===== src/sv/bqs_pkg.sv =====
// Shared types and constants for the quadratic Bezier segment generator.
package bqs_pkg;

  localparam int FRAC_BITS        = 24;
  localparam int DEF_MAX_SEGMENTS = 64;
  localparam int DEF_COORD_BITS   = 12;

  // Controller states
  typedef enum logic [1:0] {
    ST_IDLE,
    ST_MUL,
    ST_INIT,
    ST_EMIT
  } bqs_state_t;

  // Product terms formed by the shared multiplier
  typedef enum logic [1:0] {
    TERM_AX,   // a_x * dsq
    TERM_AY,   // a_y * dsq
    TERM_BX,   // (p1x - p0x) * delta
    TERM_BY    // (p1y - p0y) * delta
  } bqs_term_t;

  // Controller to datapath
  typedef struct packed {
    logic      load;
    bqs_term_t mul_term;
    logic      wr;
    bqs_term_t wr_term;
    logic      init;
    logic      step;
  } bqs_cmd_t;

  // Datapath to controller
  typedef struct packed {
    logic span_short;
    logic last;
    logic out_free;
  } bqs_stat_t;

endpackage


===== src/sv/bqs_ifs.sv =====
// Valid/ready channel interfaces for curve items and segment items.
interface bqs_in_if import bqs_pkg::*; #(
  parameter int COORD_BITS = DEF_COORD_BITS
) ();
  logic                  valid;
  logic                  ready;
  logic [COORD_BITS-1:0] start_x;
  logic [COORD_BITS-1:0] start_y;
  logic [COORD_BITS-1:0] control_x;
  logic [COORD_BITS-1:0] control_y;
  logic [COORD_BITS-1:0] end_x;
  logic [COORD_BITS-1:0] end_y;

  modport source (
    output valid, start_x, start_y, control_x, control_y, end_x, end_y,
    input  ready
  );
  modport sink (
    input  valid, start_x, start_y, control_x, control_y, end_x, end_y,
    output ready
  );
endinterface

interface bqs_out_if import bqs_pkg::*; #(
  parameter int COORD_BITS = DEF_COORD_BITS
) ();
  logic                  valid;
  logic                  ready;
  logic [COORD_BITS-1:0] seg_from_x;
  logic [COORD_BITS-1:0] seg_from_y;
  logic [COORD_BITS-1:0] seg_to_x;
  logic [COORD_BITS-1:0] seg_to_y;
  logic                  last_segment;

  modport source (
    output valid, seg_from_x, seg_from_y, seg_to_x, seg_to_y, last_segment,
    input  ready
  );
  modport sink (
    input  valid, seg_from_x, seg_from_y, seg_to_x, seg_to_y, last_segment,
    output ready
  );
endinterface


===== src/sv/bqs_ctrl.sv =====
// Controller state machine: setup sequencing and segment emission.
module bqs_ctrl import bqs_pkg::*; (
  input  logic      clk,
  input  logic      rst_n,
  input  logic      in_valid,
  output logic      in_ready,
  input  bqs_stat_t stat,
  output bqs_cmd_t  cmd
);

  // cnt_r 0 lets the table registers settle, 1..4 multiply, 2..5 write back
  localparam logic [2:0] MUL_LAST = 3'd5;

  bqs_state_t state_r, state_nxt;
  logic [2:0] cnt_r, cnt_nxt;

  // State register
  always_ff @(posedge clk) begin
    if (!rst_n) begin
      state_r <= ST_IDLE;
      cnt_r   <= '0;
    end else begin
      state_r <= state_nxt;
      cnt_r   <= cnt_nxt;
    end
  end

  // Next state and commands
  always_comb begin
    state_nxt    = state_r;
    cnt_nxt      = cnt_r;
    in_ready     = 1'b0;
    cmd          = '0;
    cmd.mul_term = TERM_AX;
    cmd.wr_term  = TERM_AX;
    case (state_r)
      ST_IDLE: begin
        in_ready = 1'b1;
        cnt_nxt  = '0;
        if (in_valid) begin
          cmd.load = 1'b1;
          if (!stat.span_short) state_nxt = ST_MUL;
        end
      end
      ST_MUL: begin
        cmd.mul_term = bqs_term_t'(cnt_r[1:0] - 2'd1);
        cmd.wr       = (cnt_r >= 3'd2);
        cmd.wr_term  = bqs_term_t'(cnt_r[1:0] - 2'd2);
        cnt_nxt      = cnt_r + 3'd1;
        if (cnt_r == MUL_LAST) state_nxt = ST_INIT;
      end
      ST_INIT: begin
        cmd.init  = 1'b1;
        state_nxt = ST_EMIT;
      end
      ST_EMIT: begin
        if (stat.out_free) begin
          cmd.step = 1'b1;
          if (stat.last) state_nxt = ST_IDLE;
        end
      end
      default: state_nxt = ST_IDLE;
    endcase
  end

endmodule


===== src/sv/bqs_dp.sv =====
// Datapath: reciprocal tables, shared multiplier, difference accumulators, output register.
module bqs_dp import bqs_pkg::*; #(
  parameter int MAX_SEGMENTS = DEF_MAX_SEGMENTS,
  parameter int COORD_BITS   = DEF_COORD_BITS
) (
  input  logic                  clk,
  input  logic                  rst_n,
  input  bqs_cmd_t              cmd,
  output bqs_stat_t             stat,
  input  logic [COORD_BITS-1:0] start_x,
  input  logic [COORD_BITS-1:0] start_y,
  input  logic [COORD_BITS-1:0] control_x,
  input  logic [COORD_BITS-1:0] control_y,
  input  logic [COORD_BITS-1:0] end_x,
  input  logic [COORD_BITS-1:0] end_y,
  output logic                  out_valid,
  input  logic                  out_ready,
  output logic [COORD_BITS-1:0] seg_from_x,
  output logic [COORD_BITS-1:0] seg_from_y,
  output logic [COORD_BITS-1:0] seg_to_x,
  output logic [COORD_BITS-1:0] seg_to_y,
  output logic                  last_segment
);

  localparam int CB    = COORD_BITS;
  localparam int SEG_W = $clog2(MAX_SEGMENTS + 1);
  localparam int RW    = FRAC_BITS + 1;      // reciprocal, up to 1.0 in Q24
  localparam int AW    = CB + 2;             // p0 + p2 - 2*p1
  localparam int BW    = RW + 1;             // signed multiplier operand
  localparam int PW    = AW + BW;
  localparam int ACC_W = CB + FRAC_BITS + 8;

  // Reciprocal and squared reciprocal tables, built at elaboration
  logic [RW-1:0] recip_tab [0:MAX_SEGMENTS];
  logic [RW-1:0] dsq_tab   [0:MAX_SEGMENTS];

  assign recip_tab[0] = '0;
  assign dsq_tab[0]   = '0;

  for (genvar i = 1; i <= MAX_SEGMENTS; i++) begin : g_tab
    localparam longint RECIP = ((longint'(1) << FRAC_BITS) + i / 2) / i;
    localparam longint SQR   = (RECIP * RECIP) >> FRAC_BITS;
    assign recip_tab[i] = RW'(RECIP);
    assign dsq_tab[i]   = RW'(SQR);
  end

  // Pixel of an accumulator: clamp below zero and above full scale
  function automatic logic [CB-1:0] to_pix(input logic signed [ACC_W-1:0] v);
    logic [CB-1:0] p;
    if (v[ACC_W-1])                        p = '0;
    else if (|v[ACC_W-2:FRAC_BITS+CB])     p = '1;
    else                                   p = v[FRAC_BITS+CB-1:FRAC_BITS];
    return p;
  endfunction

  function automatic logic signed [ACC_W-1:0] ext_prod(input logic signed [PW-1:0] v);
    return {{(ACC_W-PW){v[PW-1]}}, v};
  endfunction

  // Segment count from the horizontal span
  logic signed [CB:0] span;
  logic [CB-1:0]      half;
  logic               span_short;
  logic [SEG_W-1:0]   seg_n;

  assign span       = $signed({1'b0, end_x}) - $signed({1'b0, start_x});
  assign half       = span[CB:1];
  assign span_short = span[CB] || (half == '0);
  assign seg_n      = (half > CB'(MAX_SEGMENTS)) ? SEG_W'(MAX_SEGMENTS) : SEG_W'(half);

  // Second-difference and first-difference source terms
  logic signed [AW-1:0] ax_in, ay_in;
  logic signed [CB:0]   bx_in, by_in;

  assign ax_in = $signed({2'b00, start_x}) + $signed({2'b00, end_x})
               - $signed({1'b0, control_x, 1'b0});
  assign ay_in = $signed({2'b00, start_y}) + $signed({2'b00, end_y})
               - $signed({1'b0, control_y, 1'b0});
  assign bx_in = $signed({1'b0, control_x}) - $signed({1'b0, start_x});
  assign by_in = $signed({1'b0, control_y}) - $signed({1'b0, start_y});

  // Registers
  logic [CB-1:0]           p0x_r, p0y_r;
  logic signed [AW-1:0]    ax_r, ay_r;
  logic signed [CB:0]      bx_r, by_r;
  logic [SEG_W-1:0]        seg_n_r, rem_r;
  logic [RW-1:0]           delta_r, dsq_r;
  logic signed [PW-1:0]    prod_r, mx_r, my_r, kx_r, ky_r;
  logic signed [ACC_W-1:0] accx_r, accy_r, d1x_r, d1y_r, d2x_r, d2y_r;
  logic [CB-1:0]           prevx_r, prevy_r;
  logic                    out_vld_r, out_last_r;
  logic [CB-1:0]           out_fx_r, out_fy_r, out_tx_r, out_ty_r;

  // Multiplier operand selection
  logic signed [AW-1:0] op_a;
  logic signed [BW-1:0] op_b;

  always_comb begin
    case (cmd.mul_term)
      TERM_AX: begin op_a = ax_r;              op_b = $signed({1'b0, dsq_r});   end
      TERM_AY: begin op_a = ay_r;              op_b = $signed({1'b0, dsq_r});   end
      TERM_BX: begin op_a = {bx_r[CB], bx_r};  op_b = $signed({1'b0, delta_r}); end
      TERM_BY: begin op_a = {by_r[CB], by_r};  op_b = $signed({1'b0, delta_r}); end
      default: begin op_a = ax_r;              op_b = $signed({1'b0, dsq_r});   end
    endcase
  end

  // Next accumulator values for one segment
  logic signed [ACC_W-1:0] accx_nxt, accy_nxt;
  logic [CB-1:0]           pixx, pixy;

  assign accx_nxt = accx_r + d1x_r;
  assign accy_nxt = accy_r + d1y_r;
  assign pixx     = to_pix(accx_nxt);
  assign pixy     = to_pix(accy_nxt);

  // Control registers
  always_ff @(posedge clk) begin
    if (!rst_n) begin
      rem_r     <= '0;
      out_vld_r <= 1'b0;
    end else begin
      if (cmd.load)      rem_r <= span_short ? '0 : seg_n;
      else if (cmd.step) rem_r <= rem_r - SEG_W'(1);
      if (cmd.step)          out_vld_r <= 1'b1;
      else if (out_ready)    out_vld_r <= 1'b0;
    end
  end

  // Payload registers
  always_ff @(posedge clk) begin
    delta_r <= recip_tab[seg_n_r];
    dsq_r   <= dsq_tab[seg_n_r];
    prod_r  <= op_a * op_b;
    if (cmd.load) begin
      p0x_r   <= start_x;
      p0y_r   <= start_y;
      ax_r    <= ax_in;
      ay_r    <= ay_in;
      bx_r    <= bx_in;
      by_r    <= by_in;
      seg_n_r <= seg_n;
    end
    if (cmd.wr) begin
      case (cmd.wr_term)
        TERM_AX: mx_r <= prod_r;
        TERM_AY: my_r <= prod_r;
        TERM_BX: kx_r <= prod_r;
        TERM_BY: ky_r <= prod_r;
        default: mx_r <= prod_r;
      endcase
    end
    // d2 = 2*a*dsq, d1 = a*dsq + 2*b*delta, acc = p0 in Q24
    if (cmd.init) begin
      d2x_r   <= ext_prod(mx_r) <<< 1;
      d2y_r   <= ext_prod(my_r) <<< 1;
      d1x_r   <= ext_prod(mx_r) + (ext_prod(kx_r) <<< 1);
      d1y_r   <= ext_prod(my_r) + (ext_prod(ky_r) <<< 1);
      accx_r  <= $signed({{(ACC_W-CB-FRAC_BITS){1'b0}}, p0x_r, {FRAC_BITS{1'b0}}});
      accy_r  <= $signed({{(ACC_W-CB-FRAC_BITS){1'b0}}, p0y_r, {FRAC_BITS{1'b0}}});
      prevx_r <= p0x_r;
      prevy_r <= p0y_r;
    end
    if (cmd.step) begin
      accx_r     <= accx_nxt;
      accy_r     <= accy_nxt;
      d1x_r      <= d1x_r + d2x_r;
      d1y_r      <= d1y_r + d2y_r;
      prevx_r    <= pixx;
      prevy_r    <= pixy;
      out_fx_r   <= prevx_r;
      out_fy_r   <= prevy_r;
      out_tx_r   <= pixx;
      out_ty_r   <= pixy;
      out_last_r <= (rem_r == SEG_W'(1));
    end
  end

  // Status and outputs
  assign stat.span_short = span_short;
  assign stat.last       = (rem_r == SEG_W'(1));
  assign stat.out_free   = !out_vld_r || out_ready;

  assign out_valid    = out_vld_r;
  assign seg_from_x   = out_fx_r;
  assign seg_from_y   = out_fy_r;
  assign seg_to_x     = out_tx_r;
  assign seg_to_y     = out_ty_r;
  assign last_segment = out_last_r;

  // Checks
  a_step_free: assert property (@(posedge clk) disable iff (!rst_n)
    cmd.step |-> (!out_vld_r || out_ready))
    else $error("segment stepped while output register is held");

  a_step_rem: assert property (@(posedge clk) disable iff (!rst_n)
    cmd.step |-> (rem_r != '0))
    else $error("segment stepped with no segments remaining");

  a_last_flag: assert property (@(posedge clk) disable iff (!rst_n)
    (cmd.step && rem_r == SEG_W'(1)) |=> (out_vld_r && out_last_r))
    else $error("final segment not flagged");

  a_rem_max: assert property (@(posedge clk) disable iff (!rst_n)
    rem_r <= SEG_W'(MAX_SEGMENTS))
    else $error("segment count above limit");

endmodule


===== src/sv/quadratic_bezier_segment_generator.sv =====
// Quadratic Bezier segment generator, top level.
// After a curve item is accepted, the shared setup multiplier forms four products and the
// accumulators are initialised; a curve with n segments (n = span/2 clamped to MAX_SEGMENTS)
// then emits one segment per cycle while the output is not held. No new curve is taken until
// its last segment is stepped. A curve whose span yields no segments produces nothing.
// Reset (synchronous, active low) returns the controller to idle and drops any pending segment.
module quadratic_bezier_segment_generator import bqs_pkg::*; #(
  parameter int MAX_SEGMENTS = DEF_MAX_SEGMENTS,
  parameter int COORD_BITS   = DEF_COORD_BITS
) (
  input logic       clk,
  input logic       rst_n,
  bqs_in_if.sink    in_ch,
  bqs_out_if.source out_ch
);

  bqs_cmd_t  cmd;
  bqs_stat_t stat;

  bqs_ctrl u_ctrl (
    .clk      (clk),
    .rst_n    (rst_n),
    .in_valid (in_ch.valid),
    .in_ready (in_ch.ready),
    .stat     (stat),
    .cmd      (cmd)
  );

  bqs_dp #(
    .MAX_SEGMENTS (MAX_SEGMENTS),
    .COORD_BITS   (COORD_BITS)
  ) u_dp (
    .clk          (clk),
    .rst_n        (rst_n),
    .cmd          (cmd),
    .stat         (stat),
    .start_x      (in_ch.start_x),
    .start_y      (in_ch.start_y),
    .control_x    (in_ch.control_x),
    .control_y    (in_ch.control_y),
    .end_x        (in_ch.end_x),
    .end_y        (in_ch.end_y),
    .out_valid    (out_ch.valid),
    .out_ready    (out_ch.ready),
    .seg_from_x   (out_ch.seg_from_x),
    .seg_from_y   (out_ch.seg_from_y),
    .seg_to_x     (out_ch.seg_to_x),
    .seg_to_y     (out_ch.seg_to_y),
    .last_segment (out_ch.last_segment)
  );

endmodule

===== src/flat_wrapper.sv =====
// flat-port wrapper written by rule: the top's interface ports become plain ports
module quadratic_bezier_segment_generator_flat import bqs_pkg::*;
#(
  parameter int MAX_SEGMENTS = DEF_MAX_SEGMENTS,
  parameter int COORD_BITS   = DEF_COORD_BITS
)
  (clk, rst_n, in_ch_valid, in_ch_start_x, in_ch_start_y, in_ch_control_x, in_ch_control_y, in_ch_end_x, in_ch_end_y, in_ch_ready, out_ch_valid, out_ch_seg_from_x, out_ch_seg_from_y, out_ch_seg_to_x, out_ch_seg_to_y, out_ch_last_segment, out_ch_ready);
  bqs_in_if #(.COORD_BITS(COORD_BITS)) in_ch_i ();
  bqs_out_if #(.COORD_BITS(COORD_BITS)) out_ch_i ();
  input logic clk;
  input logic rst_n;
  input wire logic [$bits(in_ch_i.valid)-1:0] in_ch_valid;
  input wire logic [$bits(in_ch_i.start_x)-1:0] in_ch_start_x;
  input wire logic [$bits(in_ch_i.start_y)-1:0] in_ch_start_y;
  input wire logic [$bits(in_ch_i.control_x)-1:0] in_ch_control_x;
  input wire logic [$bits(in_ch_i.control_y)-1:0] in_ch_control_y;
  input wire logic [$bits(in_ch_i.end_x)-1:0] in_ch_end_x;
  input wire logic [$bits(in_ch_i.end_y)-1:0] in_ch_end_y;
  output wire logic [$bits(in_ch_i.ready)-1:0] in_ch_ready;
  output wire logic [$bits(out_ch_i.valid)-1:0] out_ch_valid;
  output wire logic [$bits(out_ch_i.seg_from_x)-1:0] out_ch_seg_from_x;
  output wire logic [$bits(out_ch_i.seg_from_y)-1:0] out_ch_seg_from_y;
  output wire logic [$bits(out_ch_i.seg_to_x)-1:0] out_ch_seg_to_x;
  output wire logic [$bits(out_ch_i.seg_to_y)-1:0] out_ch_seg_to_y;
  output wire logic [$bits(out_ch_i.last_segment)-1:0] out_ch_last_segment;
  input wire logic [$bits(out_ch_i.ready)-1:0] out_ch_ready;
  assign in_ch_i.valid = in_ch_valid;
  assign in_ch_i.start_x = in_ch_start_x;
  assign in_ch_i.start_y = in_ch_start_y;
  assign in_ch_i.control_x = in_ch_control_x;
  assign in_ch_i.control_y = in_ch_control_y;
  assign in_ch_i.end_x = in_ch_end_x;
  assign in_ch_i.end_y = in_ch_end_y;
  assign in_ch_ready = in_ch_i.ready;
  assign out_ch_valid = out_ch_i.valid;
  assign out_ch_seg_from_x = out_ch_i.seg_from_x;
  assign out_ch_seg_from_y = out_ch_i.seg_from_y;
  assign out_ch_seg_to_x = out_ch_i.seg_to_x;
  assign out_ch_seg_to_y = out_ch_i.seg_to_y;
  assign out_ch_last_segment = out_ch_i.last_segment;
  assign out_ch_i.ready = out_ch_ready;
  quadratic_bezier_segment_generator #(.MAX_SEGMENTS(MAX_SEGMENTS), .COORD_BITS(COORD_BITS)) u_core (.clk(clk), .rst_n(rst_n), .in_ch(in_ch_i), .out_ch(out_ch_i));
endmodule

===== config.mk =====
export PLATFORM = sky130hd
export DESIGN_NAME = quadratic_bezier_segment_generator_flat
export DESIGN_NICKNAME = d
export VERILOG_FILES = /design/src/sv/bqs_pkg.sv /design/src/sv/bqs_ifs.sv /design/src/sv/bqs_ctrl.sv /design/src/sv/bqs_dp.sv /design/src/sv/quadratic_bezier_segment_generator.sv /design/src/flat_wrapper.sv
export SDC_FILE = /design/constraint.sdc
export NUM_CORES = 2
export LEC_CHECK = 0
export BUFFER_PORTS_ARGS = -buffer_cell sky130_fd_sc_hd__buf_4
export CAP_MARGIN = 20
export CORE_AREA = 2 2 311 343
export DETAILED_ROUTE_END_ITERATION = 10
export DIE_AREA = 0 0 313 345
export GPL_TIMING_DRIVEN = 0
export PLACE_DENSITY_LB_ADDON = 0.08
export SETUP_SLACK_MARGIN = 0.3
export SYNTH_ARGS = -nofsm -noshare
export SYNTH_HDL_FRONTEND = slang
export SYNTH_SLANG_ARGS = --single-unit

===== constraint.sdc =====
create_clock -name clk -period 11.66 [get_ports clk]
set_clock_uncertainty 0.15 [all_clocks]
set_input_delay 1.166 -clock clk [delete_from_list [all_inputs] [get_ports clk]]
set_output_delay 1.166 -clock clk [all_outputs]
set_load 0.005 [all_outputs]

==> flow_summary.json <==
{
  "critical-path-max-stage-delay_ns": 0.84,
  "synth_edf_count": 574,
  "ant_nets": 0,
  "whs_path_depth": 0,
  "netlist_instances": 5263,
  "crit_top_cell": "fa_1",
  "synth.top_cell.area_share": 0.3323,
  "route.detailed.vias_per_inst": 5.812,
  "grt_pass1_vias": 40310,
  "crit_arrival_ns": 11.41,
  "grt_busiest_layer": "met2",
  "crit_slowest_cell": "a21oi_1",
  "core_area_um2": 104900,
  "final_cell_count_no_fill": 6950,
  "die-area_um2": 108000,
  "gp_congestion": 1.013,
  "power.ir.vdd_worst_mv": 0.1800,
  "layout-drive-gt1-share": 0.06376,
  "yosys.area.top_type": "edfxtp_1",
  "totalWireLength_um": 160800,
  "cap_violations": 0,
  "drc": 0,
  "dr_iter_0_viols": 3283,
  "synthToLayoutAreaGrowth_pct": 10.99,
  "post_dp_cell_area_um2": 54960,
  "run_status": "finished clean",
  "global_route_track_usage_on_met1": 0.3706,
  "critPathMaxFanout": 10,
  "hold_violation_total_from_the_final_report": 0,
  "slew_headroom": 0.2060,
  "met3_usage": 0.04047,
  "hold_path.class": "flop to flop",
  "nets_final": 6335,
  "cts.root.buffer_cell": "clkbuf_16",
  "postSynthRegisterBits": 672,
  "power.total_mw": 12.56,
  "wire_per_inst_um": 23.14,
  "synthDistinctLibCells": 88,
  "fmax_mhz": 91.21,
  "kind_of_end_point_of_the_critical_path": "flop",
  "fillCellCount": 9424,
  "die_height_um": 345,
  "finalCriticalPeriod_ns": 10.96,
  "timing_worst_setup_path_type": "flop to flop",
  "rows": 125,
  "worst-endpoint-required_ns": 12.11,
  "use_met2": 0.4941,
  "starting_density_of_the_core": 0.4942,
  "finish.utilization": 0.5485,
  "number_of_max_slew_violations_in_the_final_report": 0,
  "grt_max_degree": 63,
  "cts_setup_buffers": 0,
  "synth.cell_area_um2": 51870,
  "die_width_um": 313,
  "buffer_ports.inserted": 126,
  "final.period_utilization": 0.9403,
  "grt_first_pass_wirelength_um": 240700,
  "floorplan.io_pins": 127,
  "clk_pin_slew_worst_paths_ns": 0.06,
  "design_area_um2": 57570,
  "worstRegToRegCells": 31,
  "tritoncts.num_buffers": 76,
  "synth_seq_area_share": 0.3702,
  "synth.net_count": 6108,
  "synth.yosys.warnings": 0,
  "post_synth_main_area_contributors": "edfxtp_1 (33%), fa_1 (12%), ha_1 (11%)",
  "synthMostInstantiatedCell": "edfxtp_1",
  "setup.worst_path.start_class": "flop",
  "setup_tns_ns": 0,
  "dp.final_hpwl_um": 128500,
  "cts_tree": "built",
  "htree_num_levels": 3,
  "dp.cells": 6808,
  "synth_ff_type": "edfxtp_1",
  "pwr_density_cell_nw_per_um2": 218.2,
  "global_route.overflow_total": 0,
  "leakage_nw": 24.63,
  "drt_pass1_iterations": 6,
  "cts_buffer_depth": 3,
  "finalSetupViolations": 0,
  "insertion_delay_ns": 0.67,
  "asyncSetResetFlopFracSynth": 0,
  "antenna_found_initial": 2,
  "timing_worst_slew_pin_value_ns": 1.191,
  "most_numerous_cell_types_in_the_synthesized_netlist": "edfxtp_1 (574), nor2_1 (548), inv_1 (533), nand2_1 (465), ha_1 (464)",
  "grt_setup_unrepaired": "no",
  "dr_total_vias": 40390,
  "post_synth.cell_area_avg_um2": 9.855,
  "clock-sinks": 672,
  "grt_util_overall": 0.2948
}
flip-flops by register name, indices dropped and copies added (netlist names), 13 cells and up:
register / cells
u_core.u_dp.accx_r: 44
u_core.u_dp.accy_r: 44
u_core.u_dp.d1x_r: 44
u_core.u_dp.d1y_r: 44
u_core.u_dp.d2x_r: 40
u_core.u_dp.d2y_r: 40
u_core.u_dp.kx_r: 40
u_core.u_dp.ky_r: 40
u_core.u_dp.mx_r: 40
u_core.u_dp.my_r: 40
u_core.u_dp.prod_r: 40
u_core.u_dp.delta_r: 24
u_core.u_dp.dsq_r: 21
u_core.u_dp.ax_r: 14
u_core.u_dp.ay_r: 14
u_core.u_dp.bx_r: 13
u_core.u_dp.by_r: 13
layer usage:
metal	vias to the layer above	routed length [um]
li1	18980	-
met1	19660	65690
met2	1370	76680
met3	378	9308
met4	2	9116
met5	-	11
timing repair:
action,in CTS,in global routing
gates resized for setup,0,2
hold buffers,0,0
setup endpoints to repair,0,4
worst paths after layout:
kind | slack (ns) | end | start
min reg2reg | 0.27 | u_core.u_dp.seg_from_y[3] | u_core.u_dp.prevy_r[3]
max | 0.70 | u_core.u_dp.prod_r[39] | u_core.u_ctrl.cnt_r[0]
min | 0.27 | u_core.u_dp.seg_from_y[3] | u_core.u_dp.prevy_r[3]
max reg2reg | 0.70 | u_core.u_dp.prod_r[39] | u_core.u_ctrl.cnt_r[0]
area by class of cell:
class / instances / area, um^2 / area share
antenna: 1 / 2.502 / 0.00004347
buffer: 180 / 706.9 / 0.01228
inverter: 536 / 2014 / 0.03499
sequential: 672 / 19200 / 0.3335
clock inverter: 46 / 521.8 / 0.009063
timing repair buffer: 149 / 1292 / 0.02245
clock buffer: 94 / 2062 / 0.03582
multi-input combinational: 3875 / 30020 / 0.5215
tap: 1397 / 1748 / 0.03036
cell usage in the layout, fill, tap and decap left out, types with 14 or more instances in the layout:
cell type  netlist  layout
mux2_2          35      35
nand2_1        465     465
o21a_1          33      33
nor3_1          53      53
a211oi_1        48      48
nor2_1         548     544
clkbuf_1       147     157
or3_1           14      14
o21ai_0        287     287
nand2b_1        62      61
xor2_1         121     121
a311oi_1        16      16
buf_1           25      25
inv_1          533     532
buf_4            0     135
mux2i_1         41      40
edfxtp_1       574     574
and3_1          32      32
and2_1          41      41
xnor2_1        166     166
fa_1           305     305
o22ai_1         34      34
nand4_1         29      29
a21oi_1        380     378
o31ai_1         19      19
a31oi_1         76      76
dfxtp_1         98      98
ha_1           464     463
a21o_1         201     201
clkbuf_16        0      78
a21boi_0        32      32
o21bai_1        38      38
nor2b_1         55      55
o211ai_1        22      22
nand3_1         59      59
where the power goes:
part           switching [mW]  internal [mW]
combinational            4.29           2.35
sequential              0.278           3.18
clock                    1.02           1.45
stage by stage:
step	hold WS, ns	setup slack [ns]
6_report	0.2678	0.6959
3_3_place_gp	0.2519	-1.212
4_1_cts	0.2687	0.4763
3_5_place_dp	0.2545	0.4671
2_1_floorplan	0.2503	3.347
5_1_grt	0.2716	0.3417
kinds of logic (layout without fill, tap and decap cells):
family / count (synthesis) / count (layout) / synth area share
buffers and inverters: 716 / 1005 / 0.05235
adders and majority gates: 770 / 770 / 0.2299
muxes: 79 / 79 / 0.01681
DFF: 672 / 672 / 0.3702
other: 0 / 1 / 0
xor gates and xnor gates: 287 / 287 / 0.04846
and+or+nand+nor: 1413 / 1413 / 0.1208
AOI/OAI and AO/OA: 1326 / 1326 / 0.1616
worst max-delay path: cells and delay by family, from the launching register on:
kind,cells,cell delay [ns]
adders and majority gates,8,3.65
and+or+nand+nor,1,0.17
buffers and inverters,8,2.19
AOI/OAI and AO/OA,13,4.05
xor gates and xnor gates,1,0.13
DFF,1,0.57
(Power assumes the default switching activity.)
